## src/rtl/csfw_pkg.sv

```systemverilog
// ----------------------------------------------------------------------------
// csfw_pkg: shared types and constants of the counting semaphore
// Result codes, fixed field widths and the command and status bundles
// that join the controller and the datapath.
// ----------------------------------------------------------------------------
package csfw_pkg;

  localparam int CTR_W = 16;   // semaphore counter and register width
  localparam int CNT_W = 8;    // signal count field
  localparam int REM_W = 7;    // remaining increments, up to 127
  localparam int RC_W  = 5;    // released_count field
  localparam int KIND_W = 3;

  localparam logic [KIND_W-1:0] K_PROCEED  = 3'd0;
  localparam logic [KIND_W-1:0] K_BLOCKED  = 3'd1;
  localparam logic [KIND_W-1:0] K_RELEASED = 3'd2;
  localparam logic [KIND_W-1:0] K_DONE     = 3'd3;
  localparam logic [KIND_W-1:0] K_REFUSED  = 3'd4;

  localparam logic OP_WAIT   = 1'b0;
  localparam logic OP_SIGNAL = 1'b1;

  typedef struct packed {
    logic in_ready;      // request channel may transfer this cycle
    logic step_release;  // pop the oldest waiter and report it
    logic step_done;     // apply the remaining increments and report done
  } ctrl_cmd_t;

  typedef struct packed {
    logic accept;        // request transfer in this cycle
    logic go_signal;     // offered request is a signal that walks the queue
    logic out_free;      // result register can take a new result
    logic can_release;   // next increment would release a waiter
  } dp_status_t;

endpackage

```

## src/rtl/csfw_ifs.sv

```systemverilog
// ----------------------------------------------------------------------------
// csfw_ifs: request and result channels of the counting semaphore
// Valid/ready channels; a transfer happens when valid and ready are high.
// ----------------------------------------------------------------------------
interface csfw_req_if #(parameter int TID_BITS = 8) ();
  logic                      valid;
  logic                      ready;
  logic                      op;
  logic [TID_BITS-1:0]       thread_id;
  logic signed [7:0]         count;

  modport source (output valid, output op, output thread_id, output count, input ready);
  modport sink (input valid, input op, input thread_id, input count, output ready);
endinterface

interface csfw_rsp_if #(parameter int TID_BITS = 8) ();
  logic                      valid;
  logic                      ready;
  logic [2:0]                kind;
  logic [TID_BITS-1:0]       thread_id_res;
  logic [4:0]                released_count;
  logic signed [15:0]        value_after;
  logic                      last;

  modport source (output valid, output kind, output thread_id_res, output released_count,
                  output value_after, output last, input ready);
  modport sink (input valid, input kind, input thread_id_res, input released_count,
                input value_after, input last, output ready);
endinterface

```

## src/rtl/csfw_ctrl.sv

```systemverilog
// ----------------------------------------------------------------------------
// csfw_ctrl: sequencer of the counting semaphore
// Takes requests while idle and walks a signal through the wait queue,
// one waiter per fetch and release step.
// ----------------------------------------------------------------------------
module csfw_ctrl (
  input  logic                   clk,
  input  logic                   rst,
  input  csfw_pkg::dp_status_t   status,
  output csfw_pkg::ctrl_cmd_t    cmd
);
  import csfw_pkg::*;

  localparam logic [1:0] S_IDLE  = 2'd0;
  localparam logic [1:0] S_FETCH = 2'd1;
  localparam logic [1:0] S_STEP  = 2'd2;

  logic [1:0] state;
  logic [1:0] state_next;

  always_comb begin
    state_next       = state;
    cmd.in_ready     = 1'b0;
    cmd.step_release = 1'b0;
    cmd.step_done    = 1'b0;
    case (state)
      S_IDLE: begin
        cmd.in_ready = status.out_free;
        if (status.accept && status.go_signal) begin
          state_next = S_FETCH;
        end
      end
      // The head entry is read into the memory output register here.
      S_FETCH: begin
        state_next = S_STEP;
      end
      S_STEP: begin
        if (status.out_free) begin
          if (status.can_release) begin
            cmd.step_release = 1'b1;
            state_next       = S_FETCH;
          end else begin
            cmd.step_done = 1'b1;
            state_next    = S_IDLE;
          end
        end
      end
      default: begin
        state_next = S_IDLE;
      end
    endcase
  end

  always_ff @(posedge clk) begin
    if (rst) begin
      state <= S_IDLE;
    end else begin
      state <= state_next;
    end
  end

endmodule

```

## src/rtl/csfw_datapath.sv

```systemverilog
// ----------------------------------------------------------------------------
// csfw_datapath: counter, wait queue and result register
// Holds the saturating semaphore counter, the circular queue of waiting
// thread ids in a memory, and the registered result channel.
// ----------------------------------------------------------------------------
module csfw_datapath #(
  parameter int QUEUE_DEPTH    = 16,
  parameter int THREAD_ID_BITS = 8
) (
  input  logic                          clk,
  input  logic                          rst,
  input  logic                          cfg_we,
  input  logic signed [15:0]            cfg_wdata,
  csfw_req_if.sink                      req,
  csfw_rsp_if.source                    rsp,
  input  csfw_pkg::ctrl_cmd_t           cmd,
  output csfw_pkg::dp_status_t          status
);
  import csfw_pkg::*;

  localparam int PW = (QUEUE_DEPTH > 1) ? $clog2(QUEUE_DEPTH) : 1;
  localparam int FW = $clog2(QUEUE_DEPTH + 1);
  localparam logic [PW-1:0] LAST_SLOT = PW'(QUEUE_DEPTH - 1);
  localparam logic [FW-1:0] FULL_FILL = FW'(QUEUE_DEPTH);
  localparam logic signed [CTR_W-1:0] CTR_MIN = {1'b1, {(CTR_W-1){1'b0}}};
  localparam logic signed [CTR_W-1:0] CTR_MAX = {1'b0, {(CTR_W-1){1'b1}}};

  logic [THREAD_ID_BITS-1:0] mem [QUEUE_DEPTH];
  logic [THREAD_ID_BITS-1:0] rd_q;

  logic signed [CTR_W-1:0] counter;
  logic [PW-1:0]           head;
  logic [PW-1:0]           tail;
  logic [FW-1:0]           fill;
  logic [REM_W-1:0]        rem;
  logic [RC_W-1:0]         rel_cnt;

  logic                      rsp_valid;
  logic [KIND_W-1:0]         rsp_kind;
  logic [THREAD_ID_BITS-1:0] rsp_tid;
  logic [RC_W-1:0]           rsp_rel;
  logic signed [CTR_W-1:0]   rsp_val;
  logic                      rsp_last;

  logic                      accept;
  logic                      is_wait;
  logic                      push;
  logic                      emit_accept;
  logic [KIND_W-1:0]         acc_kind;
  logic [THREAD_ID_BITS-1:0] acc_tid;
  logic signed [CTR_W-1:0]   acc_val;
  logic signed [CTR_W:0]     bulk_sum;
  logic signed [CTR_W-1:0]   bulk_val;
  logic signed [CTR_W-1:0]   ctr_inc;
  logic [PW-1:0]             head_inc;
  logic [PW-1:0]             tail_inc;

  assign accept  = req.valid && req.ready;
  assign is_wait = (req.op == OP_WAIT);
  assign req.ready = cmd.in_ready;

  assign status.accept      = accept;
  assign status.go_signal   = (req.op == OP_SIGNAL) && !req.count[CNT_W-1];
  assign status.out_free    = !rsp_valid || rsp.ready;
  assign status.can_release = (rem != '0) && counter[CTR_W-1] && (fill != '0);

  assign head_inc = (head == LAST_SLOT) ? '0 : head + PW'(1);
  assign tail_inc = (tail == LAST_SLOT) ? '0 : tail + PW'(1);

  // Once no waiter can be released, the rest of the increments go in at once.
  assign bulk_sum = {counter[CTR_W-1], counter} + $signed({{(CTR_W+1-REM_W){1'b0}}, rem});
  assign bulk_val = (bulk_sum > $signed({1'b0, CTR_MAX})) ? CTR_MAX : bulk_sum[CTR_W-1:0];
  assign ctr_inc  = counter + CTR_W'(1);

  always_comb begin
    push     = 1'b0;
    acc_kind = K_DONE;
    acc_tid  = '0;
    acc_val  = counter;
    if (is_wait) begin
      if (counter > 0) begin
        acc_kind = K_PROCEED;
        acc_val  = counter - CTR_W'(1);
      end else if (fill == FULL_FILL) begin
        acc_kind = K_REFUSED;
      end else begin
        push     = accept;
        acc_kind = K_BLOCKED;
        acc_tid  = req.thread_id;
        acc_val  = (counter == CTR_MIN) ? counter : counter - CTR_W'(1);
      end
    end
  end

  assign emit_accept = accept && !status.go_signal;

  always_ff @(posedge clk) begin
    if (push) begin
      mem[tail] <= req.thread_id;
    end
    rd_q <= mem[head];
  end

  always_ff @(posedge clk) begin
    if (rst) begin
      counter   <= '0;
      head      <= '0;
      tail      <= '0;
      fill      <= '0;
      rem       <= '0;
      rel_cnt   <= '0;
      rsp_valid <= 1'b0;
    end else begin
      if (emit_accept || cmd.step_release || cmd.step_done) begin
        rsp_valid <= 1'b1;
      end else if (rsp.ready) begin
        rsp_valid <= 1'b0;
      end
      if (cfg_we) begin
        counter <= cfg_wdata;
        head    <= '0;
        tail    <= '0;
        fill    <= '0;
      end else if (accept) begin
        if (is_wait) begin
          counter <= acc_val;
          if (push) begin
            tail <= tail_inc;
            fill <= fill + FW'(1);
          end
        end else if (status.go_signal) begin
          // A zero count is taken as one increment.
          rem     <= (req.count == '0) ? REM_W'(1) : req.count[REM_W-1:0];
          rel_cnt <= '0;
        end
      end else if (cmd.step_release) begin
        counter <= ctr_inc;
        head    <= head_inc;
        fill    <= fill - FW'(1);
        rem     <= rem - REM_W'(1);
        rel_cnt <= rel_cnt + RC_W'(1);
      end else if (cmd.step_done) begin
        counter <= bulk_val;
        rem     <= '0;
      end
    end
  end

  always_ff @(posedge clk) begin
    if (emit_accept) begin
      rsp_kind <= acc_kind;
      rsp_tid  <= acc_tid;
      rsp_rel  <= '0;
      rsp_val  <= acc_val;
      rsp_last <= 1'b1;
    end else if (cmd.step_release) begin
      rsp_kind <= K_RELEASED;
      rsp_tid  <= rd_q;
      rsp_rel  <= '0;
      rsp_val  <= ctr_inc;
      rsp_last <= 1'b0;
    end else if (cmd.step_done) begin
      rsp_kind <= K_DONE;
      rsp_tid  <= '0;
      rsp_rel  <= rel_cnt;
      rsp_val  <= bulk_val;
      rsp_last <= 1'b1;
    end
  end

  assign rsp.valid          = rsp_valid;
  assign rsp.kind           = rsp_kind;
  assign rsp.thread_id_res  = rsp_tid;
  assign rsp.released_count = rsp_rel;
  assign rsp.value_after    = rsp_val;
  assign rsp.last           = rsp_last;

endmodule

```

## src/rtl/counting_semaphore_fifo_waiters_top.sv

```systemverilog
// ----------------------------------------------------------------------------
// counting_semaphore_fifo_waiters_top: counting semaphore with a wait queue
// A wait request decrements the counter and proceeds or blocks and queues
// its thread id, or is refused, counter kept, when the queue is full. A signal
// request adds a non-negative count, releasing the oldest waiters in order;
// each released thread is one result; a final done result gives the total.
// The request channel transfers only while the block is idle and its result
// register is free. A wait or a negative-count signal gives its single
// result in the cycle after the transfer. Per released thread, a signal runs
// a fetch state (read the queue head from the memory read port) and a step
// state (pop it), a last pair gives the done result, then a request may follow.
// All results sit in an output register; while the receiver stalls it holds
// its result and the sequencer waits before producing the next one.
// Reset clears the counter to zero and empties the queue; no clearing pass
// runs. A write on cfg_we reloads the counter and empties the queue; the user
// must issue it only while the block is idle, which the block does not enforce.
// ----------------------------------------------------------------------------
module counting_semaphore_fifo_waiters_top #(
  parameter int QUEUE_DEPTH    = 16,
  parameter int THREAD_ID_BITS = 8
) (
  input  logic               clk,
  input  logic               rst,
  input  logic               cfg_we,
  input  logic signed [15:0] cfg_wdata,
  csfw_req_if.sink           req,
  csfw_rsp_if.source         rsp
);
  import csfw_pkg::*;

  ctrl_cmd_t  cmd;
  dp_status_t status;

  csfw_ctrl u_ctrl (
    .clk    (clk),
    .rst    (rst),
    .status (status),
    .cmd    (cmd)
  );

  csfw_datapath #(
    .QUEUE_DEPTH    (QUEUE_DEPTH),
    .THREAD_ID_BITS (THREAD_ID_BITS)
  ) u_datapath (
    .clk       (clk),
    .rst       (rst),
    .cfg_we    (cfg_we),
    .cfg_wdata (cfg_wdata),
    .req       (req),
    .rsp       (rsp),
    .cmd       (cmd),
    .status    (status)
  );

endmodule

```

## src/flat_wrapper.sv

```systemverilog
// flat-port wrapper written by rule: the top's interface ports become plain ports
module counting_semaphore_fifo_waiters_top_flat import csfw_pkg::*;
#(
  parameter int QUEUE_DEPTH    = 16,
  parameter int THREAD_ID_BITS = 8
)
  (clk, rst, cfg_we, cfg_wdata, req_valid, req_op, req_thread_id, req_count, req_ready, rsp_valid, rsp_kind, rsp_thread_id_res, rsp_released_count, rsp_value_after, rsp_last, rsp_ready);
  csfw_req_if #(.TID_BITS(8)) req_i ();
  csfw_rsp_if #(.TID_BITS(8)) rsp_i ();
  input  logic clk;
  input  logic rst;
  input  logic cfg_we;
  input  logic signed [15:0] cfg_wdata;
  input wire logic [$bits(req_i.valid)-1:0] req_valid;
  input wire logic [$bits(req_i.op)-1:0] req_op;
  input wire logic [$bits(req_i.thread_id)-1:0] req_thread_id;
  input wire logic [$bits(req_i.count)-1:0] req_count;
  output wire logic [$bits(req_i.ready)-1:0] req_ready;
  output wire logic [$bits(rsp_i.valid)-1:0] rsp_valid;
  output wire logic [$bits(rsp_i.kind)-1:0] rsp_kind;
  output wire logic [$bits(rsp_i.thread_id_res)-1:0] rsp_thread_id_res;
  output wire logic [$bits(rsp_i.released_count)-1:0] rsp_released_count;
  output wire logic [$bits(rsp_i.value_after)-1:0] rsp_value_after;
  output wire logic [$bits(rsp_i.last)-1:0] rsp_last;
  input wire logic [$bits(rsp_i.ready)-1:0] rsp_ready;
  assign req_i.valid = req_valid;
  assign req_i.op = req_op;
  assign req_i.thread_id = req_thread_id;
  assign req_i.count = req_count;
  assign req_ready = req_i.ready;
  assign rsp_valid = rsp_i.valid;
  assign rsp_kind = rsp_i.kind;
  assign rsp_thread_id_res = rsp_i.thread_id_res;
  assign rsp_released_count = rsp_i.released_count;
  assign rsp_value_after = rsp_i.value_after;
  assign rsp_last = rsp_i.last;
  assign rsp_i.ready = rsp_ready;
  counting_semaphore_fifo_waiters_top #(.QUEUE_DEPTH(QUEUE_DEPTH), .THREAD_ID_BITS(THREAD_ID_BITS)) u_core (.clk(clk), .rst(rst), .cfg_we(cfg_we), .cfg_wdata(cfg_wdata), .req(req_i), .rsp(rsp_i));
endmodule
```

## config.mk

```make
export PLATFORM = sky130hd
export DESIGN_NAME = counting_semaphore_fifo_waiters_top_flat
export DESIGN_NICKNAME = d
export VERILOG_FILES = /design/src/rtl/csfw_pkg.sv /design/src/rtl/csfw_ifs.sv /design/src/rtl/csfw_ctrl.sv /design/src/rtl/csfw_datapath.sv /design/src/rtl/counting_semaphore_fifo_waiters_top.sv /design/src/flat_wrapper.sv
export SDC_FILE = /design/constraint.sdc
export NUM_CORES = 1
export LEC_CHECK = 0
export ABC_AREA = 1
export BUFFER_PORTS_ARGS = -buffer_cell sky130_fd_sc_hd__clkbuf_2
export CAP_MARGIN = 20
export CORE_AREA = 4 4 146 148
export DETAILED_ROUTE_END_ITERATION = 8
export DIE_AREA = 0 0 150 152
export PLACE_DENSITY = 0.72
export RECOVER_POWER = 25
export SLEW_MARGIN = 40
export SYNTH_ARGS = -nofsm -noshare
export SYNTH_HDL_FRONTEND = slang
export SYNTH_HIERARCHICAL = 1
export SYNTH_SLANG_ARGS = --single-unit
```

## constraint.sdc

```tcl
create_clock -name clk -period 8.3 [get_ports clk]
set_input_delay 1.66 -clock clk [delete_from_list [all_inputs] [get_ports clk]]
set_output_delay 1.66 -clock clk [all_outputs]
set_load 0.01 [all_outputs]
```

==> run_results.csv, run 1 <==
group,metric,value,unit
route,vias,8646,
route,drc,0,
finish,final.fill_count,1762,
critical_path,critical_path_end_type,"register",
sta,slew_violations,0,
logic_synthesis,synth_cell_types,46,
critical_path,worst-r2r-setup-slack,4.83,ns
floorplan,core-area,20000,µm²
route,postRouteWirelength,26800,µm
global_routing,grt_pass1_vias,8220,
clock_tree,cts-buffers-inserted,23,
floorplan,rows,52,
clock_tree,cts-resized-gates,0,
critical_path,start_kind,"input pin",
sta,timing_worst_slew_pin_value,0.922,ns
floorplan,top_level_ports,73,
placed_design,placement.io_buffers,72,
power_and_ir_drop,totalPowerFinal,2570,µW
critical_path,worst_ep_arrival_time,4.38,ns
hold_path,endpoint_worst_hold,"u_core/u_datapath/rsp.released_count[4]",
logic_synthesis,synth_async_sr_flop_share,0,%
power_and_ir_drop,peakVddDrop,156,µV
power_and_ir_drop,leakage,0.00464,µW
global_routing,first_pass_grt_wire_length,43000,µm
critical_path,worstRegToRegCells,13,
sta,maxClockFrequency,235,MHz
route,route.detailed.wl_per_inst,17.8,µm
floorplan,floorplan.initialDensity,54.0,%
logic_synthesis,post_synthesis_area_per_instance,9.20,µm²
logic_synthesis,yosys_register_bits,213,
logic_synthesis,synthCells,1177,
clock_tree,clock_transition_at_the_registers_of_the_reported_paths,0.06,ns
placed_design,globalplace.congestion,0.892,
logic_synthesis,yosys_most_used_dff,"edfxtp_1",
sta,final_hold_viol_count,0,
clock_tree,tritoncts_clock_tree,"done",
critical_path,critical_path_class,"in -> reg",
finish,drive_gt1_share,13.0,%
floorplan,die_h,152,µm
route,ant_nets,0,
floorplan,floorplan.die.width,150,µm
sta,max-slew-margin-rel,38.5,%
logic_synthesis,synth_sequential_area_ratio,53.7,%
logic_synthesis,syn_area,10800,µm²
sta,unrepaired_setup_endpoints_after_global_routing,"no",
logic_synthesis,post-synth-top-area-cell,"edfxtp_1",
clock_tree,post_cts_buffers,0,
floorplan,die_area,22800,µm²
clock_tree,cts_hold_buf,0,
critical_path,worstReg2RegEnd,"u_core/u_datapath/counter[15]",
clock_tree,clk_latency_worst_skew_pair,0.50,ns
hold_path,timing.hold.worst.class,"reg -> reg",
sta,tns,0,ns
clock_tree,cts.sinks,213,
route,firstDrtPassIters,5,
global_routing,grt_start_max_net_pins,68,
placed_design,post_dp_hpwl,18500,µm
logic_synthesis,synth_enable_flop_cells,155,
finish,design.final.nets,1278,
clock_tree,clock_path_buffers,3,
clock_tree,cts-htree-levels,1,
run,maxCapViolations,0,
finish,flow.area_growth_from_synthesis,11.0,%
logic_synthesis,synth_nets,1238,
critical_path,critical_path_peak_fanout,29,
route,drt-vias-per-instance,5.75,
hold_path,min_from,"u_core/u_datapath/rel_cnt[4]",
run_status,run_status,"finished, final reports clean",
power_and_ir_drop,power_per_cell_area,214,nW/µm²
logic_synthesis,yosys.area.top_type_share,43.0,%
logic_synthesis,synth.top_cells.by_area,"edfxtp_1 43%, dfxtp_1 11%, nand2_1 7.9%",
finish,antenna_cells,0,
global_routing,grt_antenna_before_repair,1,
logic_synthesis,yosysWarnings,6,
critical_path,required,8.42,ns
sta,setup_viol,0,
clock_tree,cts-root-buf,"clkbuf_16",
critical_path,worstReg2RegStart,"u_core/u_datapath/counter[15]",
route,dr.first_iter.drc_count,893,
sta,finalWorstPathRequiredPeriod,4.26,ns
sta,finalCritPeriodShare,51.3,%
global_routing,grt_total_usage,23.4,%
global_routing,global_route.overflow_total,0,
sta,fin_worst_skew,0.0164,ns
hold_path,min_path_cells,2,
## state kept, by name (all words and copies together), names as in the netlist
signal,flops
u_core/u_datapath/tail,4
u_core/u_datapath/rsp.kind,3
u_core/u_datapath/rsp.thread_id_res,8
u_core/u_datapath/fill,5
u_core/u_datapath/rsp.valid,1
u_core/u_datapath/mem,128
u_core/u_datapath/rem,7
u_core/u_datapath/head,4
u_core/u_datapath/rsp.released_count,5
u_core/u_datapath/rsp.last,1
u_core/u_datapath/rel_cnt,5
u_core/u_datapath/rd_q,8
u_core/u_ctrl/state,2
u_core/u_datapath/counter,16
u_core/u_datapath/rsp.value_after,16
## cells in the mapped netlist, types with 2 or more instances
library cell and n:
o21ai_1 3, nand3b_1 2, a21oi_1 53, mux2i_1 13
nor2_4 6, ha_1 21, inv_2 9, buf_6 5
dfxtp_1 58, o32ai_1 22, clkbuf_1 32, inv_1 88
nor3b_1 3, edfxtp_1 155, nand2_2 9, xor2_1 21
buf_2 12, nand3_2 8, o211ai_1 6, nor4_1 2
nor2_1 158, a221oi_1 3, nor3_1 6, nor2_2 9
a31oi_1 11, nand3_1 82, fa_1 2, xnor2_1 3
nor3_2 2, nand2_1 228, nand4_1 17, a32o_1 8
a22oi_1 17, o21ai_0 72, o221ai_1 11, buf_4 10
## worst max-delay path, stage by stage
cell	delay (ns)
clkbuf_2	0.07
inv_1	0.03
nand2_1	0.12
nand2_1	0.09
nor2_1	0.14
nand2_2	0.42
nor2_1	0.22
inv_1	0.12
nor3_4	0.52
inv_2	0.17
nor2_2	0.15
nand2_1	0.10
nor2_1	0.56
## worst max path at each step
stage                    from                            end  slack [ns]
detailed placement  rsp_ready    u_core/u_datapath/mem[5][2]        3.55
global placement    rsp_ready  u_core/u_datapath/counter[15]        3.54
finish              rsp_ready   u_core/u_datapath/mem[11][0]        4.04
global route        rsp_ready   u_core/u_datapath/mem[11][0]        3.82
CTS                 rsp_ready    u_core/u_datapath/mem[5][2]        4.10
floorplan           rsp_ready                      req_ready        4.55
## layer usage
layer	vias up	wire length (µm)	track usage, %	share of wire (%)
met2	340	13200	39.8	49
met3	60	1970	3.40	7.3
met1	4077	10900	31.1	41
met4	2	762	7.32	2.8
li1	4167	-	-	-
met5	-	7	0	0.026
## power by group
part / switching [µW] / total [µW] / internal [µW]
combinational: 223 / 327 / 104
clock: 402 / 1020 / 621
sequential: 36.0 / 1220 / 1180
## area by class of cell
type | instances | area [µm²] | share of cell area, %
clock buffer | 27 | 611 | 5.08
sequential | 213 | 5820 | 48.4
inverter | 98 | 370 | 3.08
tap | 270 | 338 | 2.81
multi-input combinational | 806 | 4350 | 36.1
timing repair buffer | 75 | 374 | 3.11
clock inverter | 15 | 163 | 1.35
## logic make-up after synthesis
group           count (synthesis)  share of synthesized area, %
fa+ha+maj                      23                          2.80
simple gates                  535                          21.9
flops                         213                          53.7
compound gates                211                          12.2
mux                            13                          1.20
xor+xnor                       24                          1.94
buf+inv                       158                          6.32
## through the flow
| step | hold WS [ns] | cell area, µm² | std cells | util, % | worst slack [ns] |
|---|---|---|---|---|---|
| 5_1_grt | 0.480 | 12000 | 1504 | 60.0 | 3.82 |
| 2_1_floorplan | 0.436 | 10800 | 1177 | - | 4.55 |
| 4_1_cts | 0.464 | 12000 | 1504 | 60.0 | 4.10 |
| 3_5_place_dp | 0.449 | 11200 | 1462 | 56.1 | 3.55 |
| 3_3_place_gp | 0.450 | 11200 | 1462 | 56.1 | 3.54 |
| 6_report | 0.459 | 12000 | 1504 | 60.0 | 4.04 |
## cells in the final DEF (no fill, tap or decap), drive strengths merged, types with 8 or more instances in the layout
cell type and n:
a21oi 54, a22oi 17, a31oi 11, a32o 8, clkbuf 99, clkinv 9, dfxtp 58, edfxtp 155
ha 21, inv 98, mux2i 13, nand2 238, nand3 91, nand4 17, nor2 173, nor3 9
o21ai 76, o221ai 11, o32ai 22, xor2 21
Power figures use the tool's default switching activity.
==> inputs of run 2 (changes only) <==
--- a/config.mk
+++ b/config.mk
@@ -5,13 +5,13 @@
 export SDC_FILE = /design/constraint.sdc
 export NUM_CORES = 1
 export LEC_CHECK = 0
-export ABC_AREA = 1
+export ABC_AREA = 0
 export BUFFER_PORTS_ARGS = -buffer_cell sky130_fd_sc_hd__clkbuf_2
 export CAP_MARGIN = 20
-export CORE_AREA = 4 4 146 148
+export CORE_AREA = 4 4 142 144
 export DETAILED_ROUTE_END_ITERATION = 8
-export DIE_AREA = 0 0 150 152
-export PLACE_DENSITY = 0.72
+export DIE_AREA = 0 0 146 148
+export PLACE_DENSITY = 0.73
 export RECOVER_POWER = 25
 export SLEW_MARGIN = 40
 export SYNTH_ARGS = -nofsm -noshare
==> constraint.sdc (replaced) <==
create_clock -name clk -period 4.3 [get_ports clk]
set_input_delay 0.86 -clock clk [delete_from_list [all_inputs] [get_ports clk]]
set_output_delay 0.86 -clock clk [all_outputs]
set_load 0.01 [all_outputs]
==> run 2 against run 1 <==
Effect of this change: sequential share of layout area up 1.5 points; clock power up 97%; total power up 82%; synthesized cell count down 30%; highest routed layer is now met4; critical path type is now reg -> reg; count of clock-buffer cells in the layout up 7; sequential power up 89%; clock skew about the same.
==> run_results.csv, run 2 <==
group,metric,value,unit
global_routing,grt_start_max_net_pins,32,
global_routing,top_usage_layer,"met2",
logic_synthesis,synth_top_cells_by_count,"155 x edfxtp_1, 88 x nor2_1, 58 x dfxtp_1",
floorplan,rows,50,
sta,finalWorstPathRequiredPeriod,3.38,ns
sta,tns,0,ns
finish,design.final.nets,954,
logic_synthesis,yosys_most_used_dff,"edfxtp_1",
critical_path,worst_ep_arrival_time,3.54,ns
finish,flow.area_growth_from_synthesis,13.6,%
sta,finalCritPeriodShare,78.7,%
route,drc,0,
power_and_ir_drop,leakage,0.00402,µW
finish,layout.area.seq,5820,µm²
logic_synthesis,yosys.area.top_type_share,45.4,%
hold_path,timing.hold.worst.class,"reg -> reg",
critical_path,critical_path.max_stage_delay,0.66,ns
floorplan,die_area,21600,µm²
finish,antenna_cells,0,
floorplan,floorplan.initialDensity,54.8,%
route,drt-vias-per-instance,6.32,
global_routing,grt_total_usage,22.6,%
sta,max-slew-margin-rel,46.5,%
logic_synthesis,synth_enable_flop_cells,155,
sta,final_hold_viol_count,0,
sta,fin_worst_skew,0.0161,ns
logic_synthesis,synth_cell_types,80,
floorplan,die_h,148,µm
global_routing,global_route.overflow_total,0,
logic_synthesis,syn_area,10300,µm²
placed_design,placement.io_buffers,72,
critical_path,required,4.45,ns
sta,setup_viol,0,
finish,layout_commonest_cell,"edfxtp_1",
finish,final.fill_count,1413,
clock_tree,cts_hold_buf,0,
critical_path,critPathSlowestCell,"nor2_1",
clock_tree,tritoncts_clock_tree,"done",
clock_tree,cts-htree-levels,1,
run,maxCapViolations,0,
placed_design,globalplace.congestion,0.934,
global_routing,global_route_track_usage_on_met1,33.2,%
logic_synthesis,synth_async_sr_flop_share,0,%
placed_design,postPlaceCellArea,10900,µm²
floorplan,top_level_ports,73,
finish,drive_gt1_share,20.8,%
route,route.detailed.wl_per_inst,21.5,µm
placed_design,post_dp_hpwl,16900,µm
logic_synthesis,yosysWarnings,6,
logic_synthesis,post-synth-top-area-cell,"edfxtp_1",
clock_tree,cts-root-buf,"clkbuf_16",
logic_synthesis,post_synthesis_area_per_instance,12.4,µm²
global_routing,grt_pass1_vias,6888,
finish,largest_register_ffs,128,
sta,slew_violations,0,
critical_path,critical_path_peak_fanout,17,
clock_tree,cts-buffers-inserted,23,
global_routing,met2_usage,34.9,%
clock_tree,cts-resized-gates,0,
finish,multiInputGateArea,4180,µm²
finish,design_area,11700,µm²
global_routing,first_pass_grt_wire_length,38600,µm
clock_tree,cts.sinks,213,
sta,final.setup.worst_slack,0.916,ns
power_and_ir_drop,peakVddDrop,272,µV
critical_path,critical_path_class,"reg -> reg",
floorplan,core-area,18700,µm²
clock_tree,clk_latency_worst_skew_pair,0.53,ns
global_routing,grt_antenna_before_repair,0,
route,ant_nets,0,
power_and_ir_drop,power_per_cell_area,401,nW/µm²
logic_synthesis,synthCells,825,
clock_tree,clock_path_buffers,3,
logic_synthesis,synth_most_common_cell,"edfxtp_1",
sta,unrepaired_setup_endpoints_after_global_routing,"no",
critical_path,crit_path_cell_trace,"inv_1 > ha_1 > or4b_1 > nor4_4 > o21ai_2 > nor2_4 > nand2_1 > nor2_1",
route,firstDrtPassIters,7,
route,vias,7226,
clock_tree,post_cts_buffers,0,
route,dr.first_iter.drc_count,783,
sta,timing_worst_slew_pin_value,0.799,ns
placed_design,pre_cts_slack,0.750,ns
logic_synthesis,synth_nets,886,
finish,largest-register,"u_core/u_datapath/mem",
critical_path,critical_path_end_type,"register",
floorplan,floorplan.die.width,146,µm
global_routing,globalRouteMet3Util,3.92,%
clock_tree,clock_transition_at_the_registers_of_the_reported_paths,0.06,ns
sta,worst_hold_slack,0.487,ns
finish,mostFrequentLayoutCells,"155 x edfxtp_1, 87 x nor2_1, 65 x clkbuf_2",
logic_synthesis,synth.top_cells.by_area,"edfxtp_1 45%, dfxtp_1 11%, mux4_2 8.8%",
run_status,run_status,"finished, final reports clean",
logic_synthesis,synth_sequential_area_ratio,56.7,%
logic_synthesis,yosys_register_bits,213,
critical_path,start_kind,"register",
route,postRouteWirelength,24600,µm
sta,maxClockFrequency,295,MHz
run 2: per-layer routing:
metal	share of wire, %	up-vias
met2	46	353
met4	2.6	0
met1	43	3499
met3	8.8	59
li1	-	3315
met5	0	-
run 2: cell type report:
type                    instances  area share (%)
flip-flops and latches        213            49.9
multi-input cells             544            35.8
clock buffers                  34            6.08
repair buffers                 95            4.50
well taps                     234            2.51
clock inverters                 7           0.634
inverters                      16           0.515
run 2: worst paths after layout:
| kind | from | endpoint | slack (ns) | cells past startpoint |
|---|---|---|---|---|
| setup / recovery | u_core/u_datapath/counter[0] | u_core/u_datapath/mem[11][0] | 0.92 | 8 |
| hold / removal | u_core/u_datapath/rsp.released_count[4] | u_core/u_datapath/rsp.released_count[4] | 0.49 | 2 |
| setup reg to reg | u_core/u_datapath/counter[0] | u_core/u_datapath/mem[11][0] | 0.92 | 8 |
| hold reg to reg | u_core/u_datapath/rsp.released_count[4] | u_core/u_datapath/rsp.released_count[4] | 0.49 | 2 |
run 2: logic make-up (layout without fill, tap and decap cells):
family,count (synthesis),in the layout,synth area share (%)
buf+inv,68,152,2.74
fa+ha+maj,25,25,3.18
simple gates,250,250,11.9
xor+xnor,31,31,2.65
flops,213,213,56.7
mux,57,57,10.5
compound gates,181,181,12.4
run 2: report_power, final:
part	leakage [µW]	switching [µW]	internal [µW]
clock	0.000391	803	1200
sequential	0.00189	44.4	2250
combinational	0.00175	228	140
run 2: worst max-delay path, delay by kind of cell, from the launching register on:
| family | cells | cell delay, ns |
|---|---|---|
| buf+inv | 1 | 0.16 |
| fa+ha+maj | 1 | 0.18 |
| compound gates | 1 | 0.16 |
| simple gates | 5 | 2.09 |
| flops | 1 | 0.41 |
run 2: through the flow:
step	std cells	util, %	power (µW)
2_1_floorplan	825	-	2570
3_3_place_gp	1102	58.1	2690
3_5_place_dp	1102	58.1	2700
4_1_cts	1143	62.3	4700
5_1_grt	1143	62.3	4840
6_report	1143	62.3	4670
